## src/sv/min_heap_deadline_expiry_queue_core_macros.svh

```systemverilog
// Assertion macros shared by the deadline expiry queue RTL.
// No dependencies; included by the files that carry assertions.
`ifndef MIN_HEAP_DEADLINE_EXPIRY_QUEUE_CORE_MACROS_SVH
`define MIN_HEAP_DEADLINE_EXPIRY_QUEUE_CORE_MACROS_SVH
`ifndef SYNTHESIS
// property must hold at every edge outside reset
`define MHQ_ASSERT(label, clk, rst, prop, msg) \
   label: assert property (@(posedge clk) disable iff (rst) prop) else $error(msg);
// condition must never be true outside reset
`define MHQ_ASSERT_NEVER(label, clk, rst, cond, msg) \
   label: assert property (@(posedge clk) disable iff (rst) !(cond)) else $error(msg);
`else
`define MHQ_ASSERT(label, clk, rst, prop, msg)
`define MHQ_ASSERT_NEVER(label, clk, rst, cond, msg)
`endif
`endif

```

## src/sv/mhq_pkg.sv

```systemverilog
// Package for the deadline expiry queue: sizes, beat types, codes and
// controller/datapath interface structs. No dependencies.
`default_nettype none

package mhq_pkg;

   // heap geometry
   localparam int HEAP_DEPTH = 64;
   localparam int ADDR_W     = $clog2(HEAP_DEPTH);
   localparam int CNT_W      = $clog2(HEAP_DEPTH + 1);
   localparam int IDX_W      = ADDR_W + 2;

   localparam int DL_W  = 48;
   localparam int HD_W  = 32;
   localparam int VER_W = 64;
   localparam int ST_W  = 2;

   // request function codes
   localparam logic FUNC_INSERT = 1'b0;
   localparam logic FUNC_TICK   = 1'b1;

   typedef enum logic [1:0] {
      KIND_ACCEPT  = 2'd0,
      KIND_REJECT  = 2'd1,
      KIND_EXPIRED = 2'd2,
      KIND_NONE    = 2'd3
   } kind_type;

   typedef struct packed {
      logic             func;
      logic [DL_W-1:0]  deadline;
      logic [DL_W-1:0]  now_time;
      logic [HD_W-1:0]  key_handle;
      logic [VER_W-1:0] entry_version;
      logic [ST_W-1:0]  store_type;
   } req_type;

   typedef struct packed {
      logic [1:0]       result_kind;
      logic [DL_W-1:0]  out_deadline;
      logic [HD_W-1:0]  out_handle;
      logic [VER_W-1:0] out_version;
      logic [ST_W-1:0]  out_store;
      logic             last;
   } rsp_type;

   // one heap slot
   typedef struct packed {
      logic [DL_W-1:0]  deadline;
      logic [HD_W-1:0]  handle;
      logic [VER_W-1:0] version;
      logic [ST_W-1:0]  store;
   } entry_type;

   typedef enum logic [2:0] {
      ST_IDLE,
      ST_INS_RD,
      ST_INS_CMP,
      ST_POP_RD,
      ST_POP_CHK,
      ST_SIFT_RD,
      ST_SIFT_CMP
   } state_type;

   // read port address selection
   typedef enum logic [1:0] {
      RD_NONE,
      RD_PARENT,
      RD_ROOT_LAST,
      RD_CHILDREN
   } rd_sel_type;

   typedef struct packed {
      logic       load_req;
      logic       count_inc;
      rd_sel_type rd_sel;
      logic       wr_x;
      logic       ins_move;
      logic       sift_move;
      logic       pop;
      logic       emit;
      kind_type   emit_kind;
      logic       emit_last;
   } cmd_type;

   typedef struct packed {
      logic full;
      logic count_zero;
      logic cur_zero;
      logic x_ge_parent;
      logic root_due;
      logic left_in;
      logic best_is_cur;
      logic pend_vld;
   } stat_type;

endpackage

`default_nettype wire

```

## src/sv/mhq_ctrl.sv

```systemverilog
// Controller for the deadline expiry queue: sequences inserts, pops and
// sift steps. Depends on mhq_pkg.
`default_nettype none

module mhq_ctrl
   import mhq_pkg::*;
(
   input  wire logic     clock,
   input  wire logic     reset,
   input  wire logic     start,
   input  wire logic     req_func,
   input  wire stat_type stat_i,
   output cmd_type       cmd_o,
   output logic          busy
);

   state_type state_ff, state_in;

   // state register
   always_ff @(posedge clock) begin
      if (reset) begin
         state_ff <= ST_IDLE;
      end else begin
         state_ff <= state_in;
      end
   end

   // next state and commands
   always_comb begin
      state_in        = state_ff;
      cmd_o           = '0;
      cmd_o.rd_sel    = RD_NONE;
      cmd_o.emit_kind = KIND_ACCEPT;
      busy            = 1'b1;
      unique case (state_ff)
         ST_IDLE: begin
            busy = 1'b0;
            if (start) begin
               if (req_func == FUNC_INSERT) begin
                  // insert result is known at acceptance
                  cmd_o.emit      = 1'b1;
                  cmd_o.emit_last = 1'b1;
                  cmd_o.emit_kind = stat_i.full ? KIND_REJECT : KIND_ACCEPT;
                  if (!stat_i.full) begin
                     cmd_o.load_req  = 1'b1;
                     cmd_o.count_inc = 1'b1;
                     state_in        = ST_INS_RD;
                  end
               end else begin
                  cmd_o.load_req = 1'b1;
                  state_in       = ST_POP_RD;
               end
            end
         end
         ST_INS_RD: begin
            if (stat_i.cur_zero) begin
               cmd_o.wr_x = 1'b1;
               state_in   = ST_IDLE;
            end else begin
               cmd_o.rd_sel = RD_PARENT;
               state_in     = ST_INS_CMP;
            end
         end
         ST_INS_CMP: begin
            if (stat_i.x_ge_parent) begin
               cmd_o.wr_x = 1'b1;
               state_in   = ST_IDLE;
            end else begin
               cmd_o.ins_move = 1'b1;
               state_in       = ST_INS_RD;
            end
         end
         ST_POP_RD: begin
            if (stat_i.count_zero) begin
               cmd_o.emit      = 1'b1;
               cmd_o.emit_last = 1'b1;
               cmd_o.emit_kind = stat_i.pend_vld ? KIND_EXPIRED : KIND_NONE;
               state_in        = ST_IDLE;
            end else begin
               cmd_o.rd_sel = RD_ROOT_LAST;
               state_in     = ST_POP_CHK;
            end
         end
         ST_POP_CHK: begin
            cmd_o.emit_kind = KIND_EXPIRED;
            if (!stat_i.root_due) begin
               // tick ends: flush the held entry or report nothing due
               cmd_o.emit      = 1'b1;
               cmd_o.emit_last = 1'b1;
               cmd_o.emit_kind = stat_i.pend_vld ? KIND_EXPIRED : KIND_NONE;
               state_in        = ST_IDLE;
            end else begin
               // another pop follows, so the held entry is not the last
               cmd_o.emit = stat_i.pend_vld;
               cmd_o.pop  = 1'b1;
               state_in   = ST_SIFT_RD;
            end
         end
         ST_SIFT_RD: begin
            if (!stat_i.left_in) begin
               cmd_o.wr_x = 1'b1;
               state_in   = ST_POP_RD;
            end else begin
               cmd_o.rd_sel = RD_CHILDREN;
               state_in     = ST_SIFT_CMP;
            end
         end
         ST_SIFT_CMP: begin
            if (stat_i.best_is_cur) begin
               cmd_o.wr_x = 1'b1;
               state_in   = ST_POP_RD;
            end else begin
               cmd_o.sift_move = 1'b1;
               state_in        = ST_SIFT_RD;
            end
         end
         default: begin
            state_in = ST_IDLE;
         end
      endcase
   end

endmodule

`default_nettype wire

```

## config.mk

```make
export PLATFORM = sky130hd
export DESIGN_NAME = mhq_ctrl
export DESIGN_NICKNAME = d
export VERILOG_FILES = /design/src/sv/min_heap_deadline_expiry_queue_core_macros.svh /design/src/sv/mhq_pkg.sv /design/src/sv/mhq_ctrl.sv
export SDC_FILE = /design/constraint.sdc
export NUM_CORES = 1
export LEC_CHECK = 0
export BUFFER_PORTS_ARGS = -buffer_cell sky130_fd_sc_hd__buf_2
export CAP_MARGIN = 20
export CORE_AREA = 2 2 39 41
export DETAILED_ROUTE_END_ITERATION = 12
export DIE_AREA = 0 0 41 43
export GPL_ROUTABILITY_DRIVEN = 0
export SYNTH_ARGS = -nofsm -noshare
export SYNTH_HDL_FRONTEND = slang
export SYNTH_SLANG_ARGS = --single-unit
```

## constraint.sdc

```tcl
create_clock -name clock -period 1.78 [get_ports clock]
set_clock_uncertainty 0.15 [all_clocks]
set_input_delay 0.445 -clock clock [delete_from_list [all_inputs] [get_ports clock]]
set_output_delay 0.445 -clock clock [all_outputs]
set_load 0.02 [all_outputs]
```

Yosys cells after proc, flatten, opt, wreduce, memory -nomap -nowiden

Index checks and enable logic that the tools add are counted.
W data, S select, Z words.

Flip-flop bits (word level): 3
Input port bits: 12
Output and inout bits: 13

Eq/ne operators: 8
Mux-type cells: 39
Reductions and logical operators: 2

Operators with widths:

| kind                 | number |
|---|---|
| $mux W3              | 7 |
| $pmux W3 S7          | 1 |
| $mux W1              | 18 |
| $mux W2              | 7 |
| $mux W4              | 3 |
| $pmux W4 S3          | 1 |
| $eq A3 B3 Y1 const B | 3 |
| $eq A3 B2 Y1 const B | 2 |
| $pmux W2 S3          | 1 |
| $pmux W1 S4          | 1 |
| $eq A3 B1 Y1 const B | 1 |
| $logic_not A3 Y1     | 1 |
| $ne A3 B3 Y1 const B | 1 |
| $ne A2 B2 Y1 const B | 1 |
| $reduce_and A2 Y1    | 1 |

Logic depth before layout (Yosys ltp)

Gate-level depths: netlist of run 1.

Depth in word-level cells: 4
Gate-level depth with buffers: 5
Gate-level depth less buffers: 4

Worst setup path before layout of run 1

OpenSTA, ideal clock, no wires.

Kind: register to output
From: register state_ff[2]
To: output cmd_o[1] (netlist bit)
Arrival time: 1.284 ns
Slack: -0.099 ns
Cell stages (with the launch flop): 4
Buffers on the path: 0
Cells stage by stage: dfxtp_1 -> or3b_1 -> o21a_1 -> o22ai_1

RTL lines:

| element                | line           | RTL |
|---|---|---|
| start, declared        | mhq_ctrl.sv:17 | `state_type state_ff, state_in;` |
| start signal, assigned | mhq_ctrl.sv:24 | `state_ff <= state_in;` |
| end, declared          | mhq_ctrl.sv:13 | `output cmd_type cmd_o,` |

==> results.tsv, run 1 <==
stage	metric	value	unit
grt	initial antenna violation count	0	
clock_network	sink count of the clock tree	3	
setup_path	critical path cell sequence	or3b_4 > o21a_1 > nand2_2 > a21o_1 > buf_6	
setup_path	capture point of the worst reg-to-reg path	state_ff[2]$_SDFFE_PP0P_	
floorplan	die width	41	um
floorplan	starting density of the core	0.256	
setup_path	Worst path top cell family by delay	simple AND/OR/NAND/NOR gates	
setup_path	largest fanout of any net on the critical path	4	
sta	unrepaired setup endpoints after global routing	yes	
logic_synthesis	summed instance area of the synthesized netlist	354	um2
routing	first-iteration detailed-routing DRC count	1	
layout	post-layout net count	104	
sta	setup slack after layout	-264	ps
status	status	finished, violations left	
floorplan	top-level port count	25	
logic_synthesis	yosys warns	0	
routing	final wirelength	1220	um
setup_path	buffering stage count on the worst path with inverters included	1	
place	sum of net half-perimeters after detailed placement	909	um
clock_network	clk buf depth	2	
sta	Final Hold Vio Count	0	
sta	fin crit period	2040	ps
min_path	hold path endpoint	state_ff[1]$_SDFFE_PP0P_	
min_path	cell depth of the worst min-delay path	3	
setup_path	reg2reg path depth	7	
logic_synthesis	post-synth top area cell	sky130_fd_sc_hd__dfxtp_1	
clock_network	Clock Latency Late Sink	230	ps
logic_synthesis	number of synthesized flops with an enable pin	0	
sta	count of pins over their slew limit	0	
clock_network	cts-stage hold buffer count	0	
layout	utilization after layout	0.566	
setup_path	Slowest Stage Delay on Critical Path	380	ps
layout	Biggest register	state_ff	
setup_path	CP endpoint kind	output pin	
setup_path	worst r2r src	state_ff[0]$_SDFFE_PP0P_	
sta	headroom to the max-slew limit	0.849	
power_and_ir_drop	power after layout	457	uW
routing	routed vias	519	
clock_network	cts bufs inserted	3	
sta	Achievable Freq	489	MHz
sta	period utilisation layout	1.15	
logic_synthesis	Seq/Total Area, Yosys	0.170	
routing	residual DRC count	0	
place	Port-buffer cells	24	
power_and_ir_drop	leakage power	0.390	nW
sta	number of failing setup endpoints in the final timing report	10	
logic_synthesis	count of cell types in the netlist	30	
clock_network	clock tree from TritonCTS	yes	
floorplan	number of placement rows	14	
setup_path	critical path class	reg -> out	
logic_synthesis	Post-Syn Area per Cell	7.23	um2
routing	post-detailed-route count of antenna-violating nets	0	
layout	area overhead of the layout relative to synthesis	121	%
status	violated checks	setup timing	
logic_synthesis	main area contributors after synthesis	sky130_fd_sc_hd__dfxtp_1, sky130_fd_sc_hd__o21ai_0, sky130_fd_sc_hd__nor2_1, sky130_fd_sc_hd__nor4b_2, sky130_fd_sc_hd__and3_1	
place	instance area at placement	568	um2
floorplan	total core area	1380	um2
routing	Pre-Repair DR Iteration Count	3	
logic_synthesis	primary flip-flop cell chosen by synthesis mapping	sky130_fd_sc_hd__dfxtp_1	
setup_path	Req. time, crit path	1180	ps
power_and_ir_drop	Pwr per Cell Area	583	nW/um2
layout	non-filler cells in the finished layout	107	
power_and_ir_drop	peak supply drop	0.000380	V
grt	remaining global-route overflow	0	
setup_path	CP startpoint kind	register	
sta	slew of the pin with the lowest slew margin	224	ps
setup_path	critical path arrival	1450	ps
logic_synthesis	area fraction of the dominant cell type after synthesis	0.170	
clock_network	H-tree depth reported by CTS	1	
floorplan	Die Outline Area	1760	um2
layout	share of cells above drive strength 1	0.681	
logic_synthesis	async set-or-reset flop fraction in the synthesized netlist	0	
min_path	classification of the worst-slack hold path	in -> reg	
grt	pin count of the biggest net entering global routing	8	
flow_run	Max Cap Violations	0	
layout	fin area	783	um2
grt	GRT Util Overall	0.152	
clock_network	library cell used as clock root buffer	sky130_fd_sc_hd__clkbuf_4	
grt	wire length of the first global-routing pass	1900	um
logic_synthesis	number of instances in the synthesized netlist	49	
layout	Inserted Diodes	0	
place	number of placed cells counting well taps	96	
layout	registers with the highest flip-flop counts	state_ff (3)	
setup_path	reg-to-reg setup timing slack	200	ps
clock_network	clock-pin slew on the worst setup and hold paths	40	ps
logic_synthesis	number of synthesized register bits	3	
layout	Largest register FFs	3	
floorplan	height of the chip	43	um
routing	routed length per instance	11.4	um
routing	vias per cell	4.85	
grt	vias in the first global route	492	
setup_path	worst-path cell with the longest stage delay	sky130_fd_sc_hd__or3b_4	
min_path	launch point of the worst hold path	reset	
logic_synthesis	Syn Nets	61	
==> worst max path at each step <==
| stage | depth (start not counted) | endpoint | startpoint |
|---|---|---|---|
| finish | 5 | cmd_o[3] | state_ff[2]$_SDFFE_PP0P_ |
| global route | 5 | cmd_o[3] | state_ff[2]$_SDFFE_PP0P_ |
| detailed placement | 5 | cmd_o[1] | state_ff[0]$_SDFFE_PP0P_ |
| global placement | 5 | cmd_o[1] | state_ff[0]$_SDFFE_PP0P_ |
| CTS | 5 | cmd_o[3] | state_ff[2]$_SDFFE_PP0P_ |
| floorplan | 4 | cmd_o[3] | state_ff[2]$_SDFFE_PP0P_ |
==> worst min-delay path, delay by kind of cell <==
kind | cells | cell delay (ps)
AO/OA/AOI/OAI | 1 | 140
buffers and inverters | 1 | 80
AND/OR/NAND/NOR | 1 | 60
==> placed cells by master (no fill, tap or decap) <==
cell and count:
sky130_fd_sc_hd__buf_4 17, sky130_fd_sc_hd__buf_2 13, sky130_fd_sc_hd__buf_6 10, sky130_fd_sc_hd__nor2_1 5, sky130_fd_sc_hd__o21ai_0 4, sky130_fd_sc_hd__clkbuf_4 3
sky130_fd_sc_hd__dfxtp_2 3, sky130_fd_sc_hd__inv_2 2, sky130_fd_sc_hd__nand2_2 2, sky130_fd_sc_hd__inv_1 2, sky130_fd_sc_hd__a21oi_1 2, sky130_fd_sc_hd__nor3_4 1
sky130_fd_sc_hd__nand3b_1 1, sky130_fd_sc_hd__nor3b_4 1, sky130_fd_sc_hd__and2_4 1, sky130_fd_sc_hd__nor4_4 1, sky130_fd_sc_hd__nor4b_4 1, sky130_fd_sc_hd__or3b_4 1
sky130_fd_sc_hd__nand4b_1 1, sky130_fd_sc_hd__o21a_1 1, sky130_fd_sc_hd__a21o_1 1, sky130_fd_sc_hd__nand2_1 1, sky130_fd_sc_hd__o21ai_2 1, sky130_fd_sc_hd__and3_4 1
sky130_fd_sc_hd__nand2b_4 1, sky130_fd_sc_hd__nand2b_1 1, sky130_fd_sc_hd__mux2i_1 1, sky130_fd_sc_hd__o22ai_1 1, sky130_fd_sc_hd__and4bb_1 1, sky130_fd_sc_hd__a41o_1 1
sky130_fd_sc_hd__o22ai_2 1, sky130_fd_sc_hd__and3_1 1, sky130_fd_sc_hd__a211o_1 1, sky130_fd_sc_hd__o21ai_1 1, sky130_fd_sc_hd__or4b_1 1, sky130_fd_sc_hd__nor3_2 1
sky130_fd_sc_hd__nor3_1 1, sky130_fd_sc_hd__clkbuf_1 1, sky130_fd_sc_hd__buf_12 1
==> final cells by class <==
class	instances	area, um2
clock buffer	4	26.3
fill	139	601
inverter	4	15.0
multi-input combinational	39	333
sequential	3	63.8
tap	16	20.0
timing repair buffer	41	325
==> synth_stat cells, types with 2 or more instances <==
cell type / n
sky130_fd_sc_hd__o21ai_0: 4
sky130_fd_sc_hd__buf_2: 2
sky130_fd_sc_hd__and3_1: 2
sky130_fd_sc_hd__dfxtp_1: 3
sky130_fd_sc_hd__a21oi_1: 2
sky130_fd_sc_hd__nor2_1: 5
sky130_fd_sc_hd__o21ai_1: 2
sky130_fd_sc_hd__nor3_1: 2
sky130_fd_sc_hd__nand2_1: 2
sky130_fd_sc_hd__inv_1: 3
sky130_fd_sc_hd__o22ai_1: 2
sky130_fd_sc_hd__nand2b_1: 2
==> timing repair <==
action                     4_1_cts  5_1_grt
setup endpoints to repair       13       13
gates cloned                     1        0
resized for setup               33        2
pin swaps                       11        5
setup buffers                    6        1
==> stage by stage <==
step | worst slack (ps) | hold WS [ps] | setup TNS [ps]
2_1_floorplan | -55.3 | 504 | -55.3
3_3_place_gp | -60.2 | 484 | -114
3_5_place_dp | -71.4 | 506 | -135
4_1_cts | -254 | 388 | -1400
5_1_grt | -313 | 402 | -1990
6_report | -264 | 391 | -1370
==> report_power, final <==
| part | leakage [nW] | total [mW] | switching, mW | internal [mW] |
|---|---|---|---|---|
| registers | 0.0258 | 0.0806 | 0.00550 | 0.0751 |
| clock network | 0.0150 | 0.116 | 0.0322 | 0.0838 |
| logic | 0.350 | 0.260 | 0.126 | 0.134 |
==> layer usage <==
metal,share of wire,wire length [um],up-vias,GRT usage
li1,-,-,263,-
met5,0,0,-,0
met3,0.049,60,0,0.0157
met2,0.54,664,19,0.291
met4,0,0,0,0.0200
met1,0.41,500,237,0.170
==> logic make-up after synthesis <==
logic type	Yosys count	synth area share
buffers and inverters	7	0.0919
and+or+nand+nor	24	0.466
muxes	1	0.0283
DFF	3	0.170
AOI/OAI and AO/OA	14	0.244
No activity file was read; power rests on OpenSTA's default activity.
==> inputs of run 2 (changes only) <==
--- a/config.mk
+++ b/config.mk
@@ -8,6 +8,7 @@
 export BUFFER_PORTS_ARGS = -buffer_cell sky130_fd_sc_hd__buf_2
 export CAP_MARGIN = 20
 export CORE_AREA = 2 2 39 41
+export CTS_BUF_LIST = sky130_fd_sc_hd__clkbuf_16
 export DETAILED_ROUTE_END_ITERATION = 12
 export DIE_AREA = 0 0 41 43
 export GPL_ROUTABILITY_DRIVEN = 0
==> results.tsv, run 2 (synthesized netlist as in run 1, its figures left out) <==
stage	metric	value	unit	change
layout	post-layout net count	104		unchanged
power_and_ir_drop	power after layout	706	uW	was 457 uW
clock_network	clk buf depth	2		unchanged
setup_path	worst-path cell with the longest stage delay	sky130_fd_sc_hd__or3b_4		unchanged
layout	Biggest register	state_ff		unchanged
routing	post-detailed-route count of antenna-violating nets	0		unchanged
layout	highest-count cells in the layout ignoring fill and taps	sky130_fd_sc_hd__buf_4, sky130_fd_sc_hd__buf_2, sky130_fd_sc_hd__buf_6		unchanged
sta	setup slack after layout	-253	ps	was -264 ps
floorplan	total core area	1380	um2	unchanged
grt	vias in the first global route	501		was 492
sta	slew of the pin with the lowest slew margin	426	ps	was 224 ps
setup_path	critical path cell sequence	or3b_4 > o21a_1 > nand2_2 > a21o_1 > buf_6		unchanged
min_path	classification of the worst-slack hold path	in -> reg		unchanged
sta	count of pins over their slew limit	0		unchanged
setup_path	Req. time, crit path	1180	ps	about the same
setup_path	critical path arrival	1440	ps	was 1450 ps
sta	setup TNS	-1250	ps	was -1370 ps
clock_network	H-tree depth reported by CTS	1		unchanged
power_and_ir_drop	peak supply drop	0.000537	V	was 0.000380 V
setup_path	critical path class	reg -> out		unchanged
floorplan	die width	41	um	unchanged
layout	non-filler cells in the finished layout	107		unchanged
place	sum of net half-perimeters after detailed placement	909	um	unchanged
clock_network	cts bufs inserted	3		unchanged
clock_network	sink count of the clock tree	3		unchanged
setup_path	Slowest Stage Delay on Critical Path	380	ps	about the same
grt	remaining global-route overflow	0		unchanged
layout	registers with the highest flip-flop counts	state_ff (3)		unchanged
sta	Final Hold Vio Count	0		unchanged
layout	area overhead of the layout relative to synthesis	142	%	was 121%
layout	utilization after layout	0.619		was 0.566
power_and_ir_drop	leakage power	0.422	nW	was 0.390 nW
place	post-placement setup slack	-71.4	ps	unchanged
place	number of placed cells counting well taps	96		unchanged
routing	Pre-Repair DR Iteration Count	2		was 3
floorplan	height of the chip	43	um	unchanged
setup_path	largest fanout of any net on the critical path	4		unchanged
clock_network	library cell used as clock root buffer	sky130_fd_sc_hd__clkbuf_16		was sky130_fd_sc_hd__clkbuf_4
setup_path	Worst path top cell family by delay	simple AND/OR/NAND/NOR gates		unchanged
sta	headroom to the max-slew limit	0.713		was 0.849
sta	tightest hold margin	402	ps	was 391 ps
layout	most common cell after layout, fill and taps aside	sky130_fd_sc_hd__buf_4		unchanged
layout	fin area	857	um2	was 783 um2
setup_path	CP endpoint kind	output pin		unchanged
place	Port-buffer cells	24		unchanged
sta	fin crit period	2030	ps	was 2040 ps
flow_run	Max Cap Violations	0		unchanged
clock_network	Clock Latency Late Sink	220	ps	was 230 ps
floorplan	starting density of the core	0.256		unchanged
floorplan	Die Outline Area	1760	um2	unchanged
grt	initial antenna violation count	0		unchanged
setup_path	buffering stage count on the worst path with inverters included	1		unchanged
floorplan	number of placement rows	14		unchanged
sta	unrepaired setup endpoints after global routing	yes		unchanged
layout	total of fill cells in the finished design	129		was 139
routing	first-iteration detailed-routing DRC count	2		was 1
layout	Inserted Diodes	0		unchanged
routing	vias per cell	4.92		was 4.85
status	violated checks	setup timing		unchanged
setup_path	CP startpoint kind	register		unchanged
status	status	finished, violations left		unchanged
sta	period utilisation layout	1.14		was 1.15
sta	number of failing setup endpoints in the final timing report	10		unchanged
place	instance area at placement	568	um2	unchanged
clock_network	clock-pin slew on the worst setup and hold paths	30	ps	was 40 ps
routing	final wirelength	1290	um	was 1220 um
routing	routed length per instance	12.1	um	was 11.4 um
floorplan	top-level port count	25		unchanged
grt	GRT Util Overall	0.161		was 0.152
clock_network	clock tree from TritonCTS	yes		unchanged
layout	Largest register FFs	3		unchanged
grt	wire length of the first global-routing pass	1930	um	was 1900 um
layout	share of cells above drive strength 1	0.692		was 0.681
routing	routed vias	526		was 519
power_and_ir_drop	Pwr per Cell Area	824	nW/um2	was 583 nW/um2
routing	residual DRC count	0		unchanged
sta	Achievable Freq	492	MHz	was 489 MHz
grt	pin count of the biggest net entering global routing	8		unchanged
[run 2: layout make-up]
cell class / instances / area [um2] / area share
well taps: 16 / 20.0 / 0.0234
multi-input cells: 39 / 340 / 0.397
repair buffers: 41 / 337 / 0.393
clock inverters: 1 / 3.75 / 0.00438
flip-flops and latches: 3 / 63.8 / 0.0745
inverters: 4 / 17.5 / 0.0204
clock buffers: 3 / 75.1 / 0.0876
[run 2: worst min-delay path: cells and delay by family]
| family | cells | cell delay (ps) |
|---|---|---|
| buffers and inverters | 1 | 80 |
| and+or+nand+nor | 1 | 60 |
| AOI/OAI and AO/OA | 1 | 140 |
[run 2: final timing paths]
kind | slack [ps] | startpoint | cells after the start | end
hold / removal | 400 | reset | 3 | state_ff[0]$_SDFFE_PP0P_
setup / recovery | -250 | state_ff[2]$_SDFFE_PP0P_ | 5 | cmd_o[3]
hold reg to reg | 540 | state_ff[2]$_SDFFE_PP0P_ | 3 | state_ff[1]$_SDFFE_PP0P_
setup reg to reg | 190 | state_ff[0]$_SDFFE_PP0P_ | 7 | state_ff[2]$_SDFFE_PP0P_
[run 2: report_power, final]
group / switching (mW) / leakage (nW) / internal [mW]
registers: 0.00554 / 0.0258 / 0.0752
clock network: 0.0579 / 0.0423 / 0.289
logic: 0.134 / 0.353 / 0.144
total: 0.198 / 0.422 / 0.509
[run 2: layer usage]
metal	track usage	wire (um)
met3	0.0366	83
met4	0.0800	15
met5	0	0
met2	0.272	699
met1	0.174	494
[run 2: repair_timing]
| item | CTS | global route |
|---|---|---|
| setup buffers | 5 | 1 |
| cloned | 1 | 0 |
| hold buffers | 0 | 0 |
| endpoints found under the setup margin | 12 | 13 |
| resized for setup | 27 | 14 |
| pin swaps | 11 | 2 |
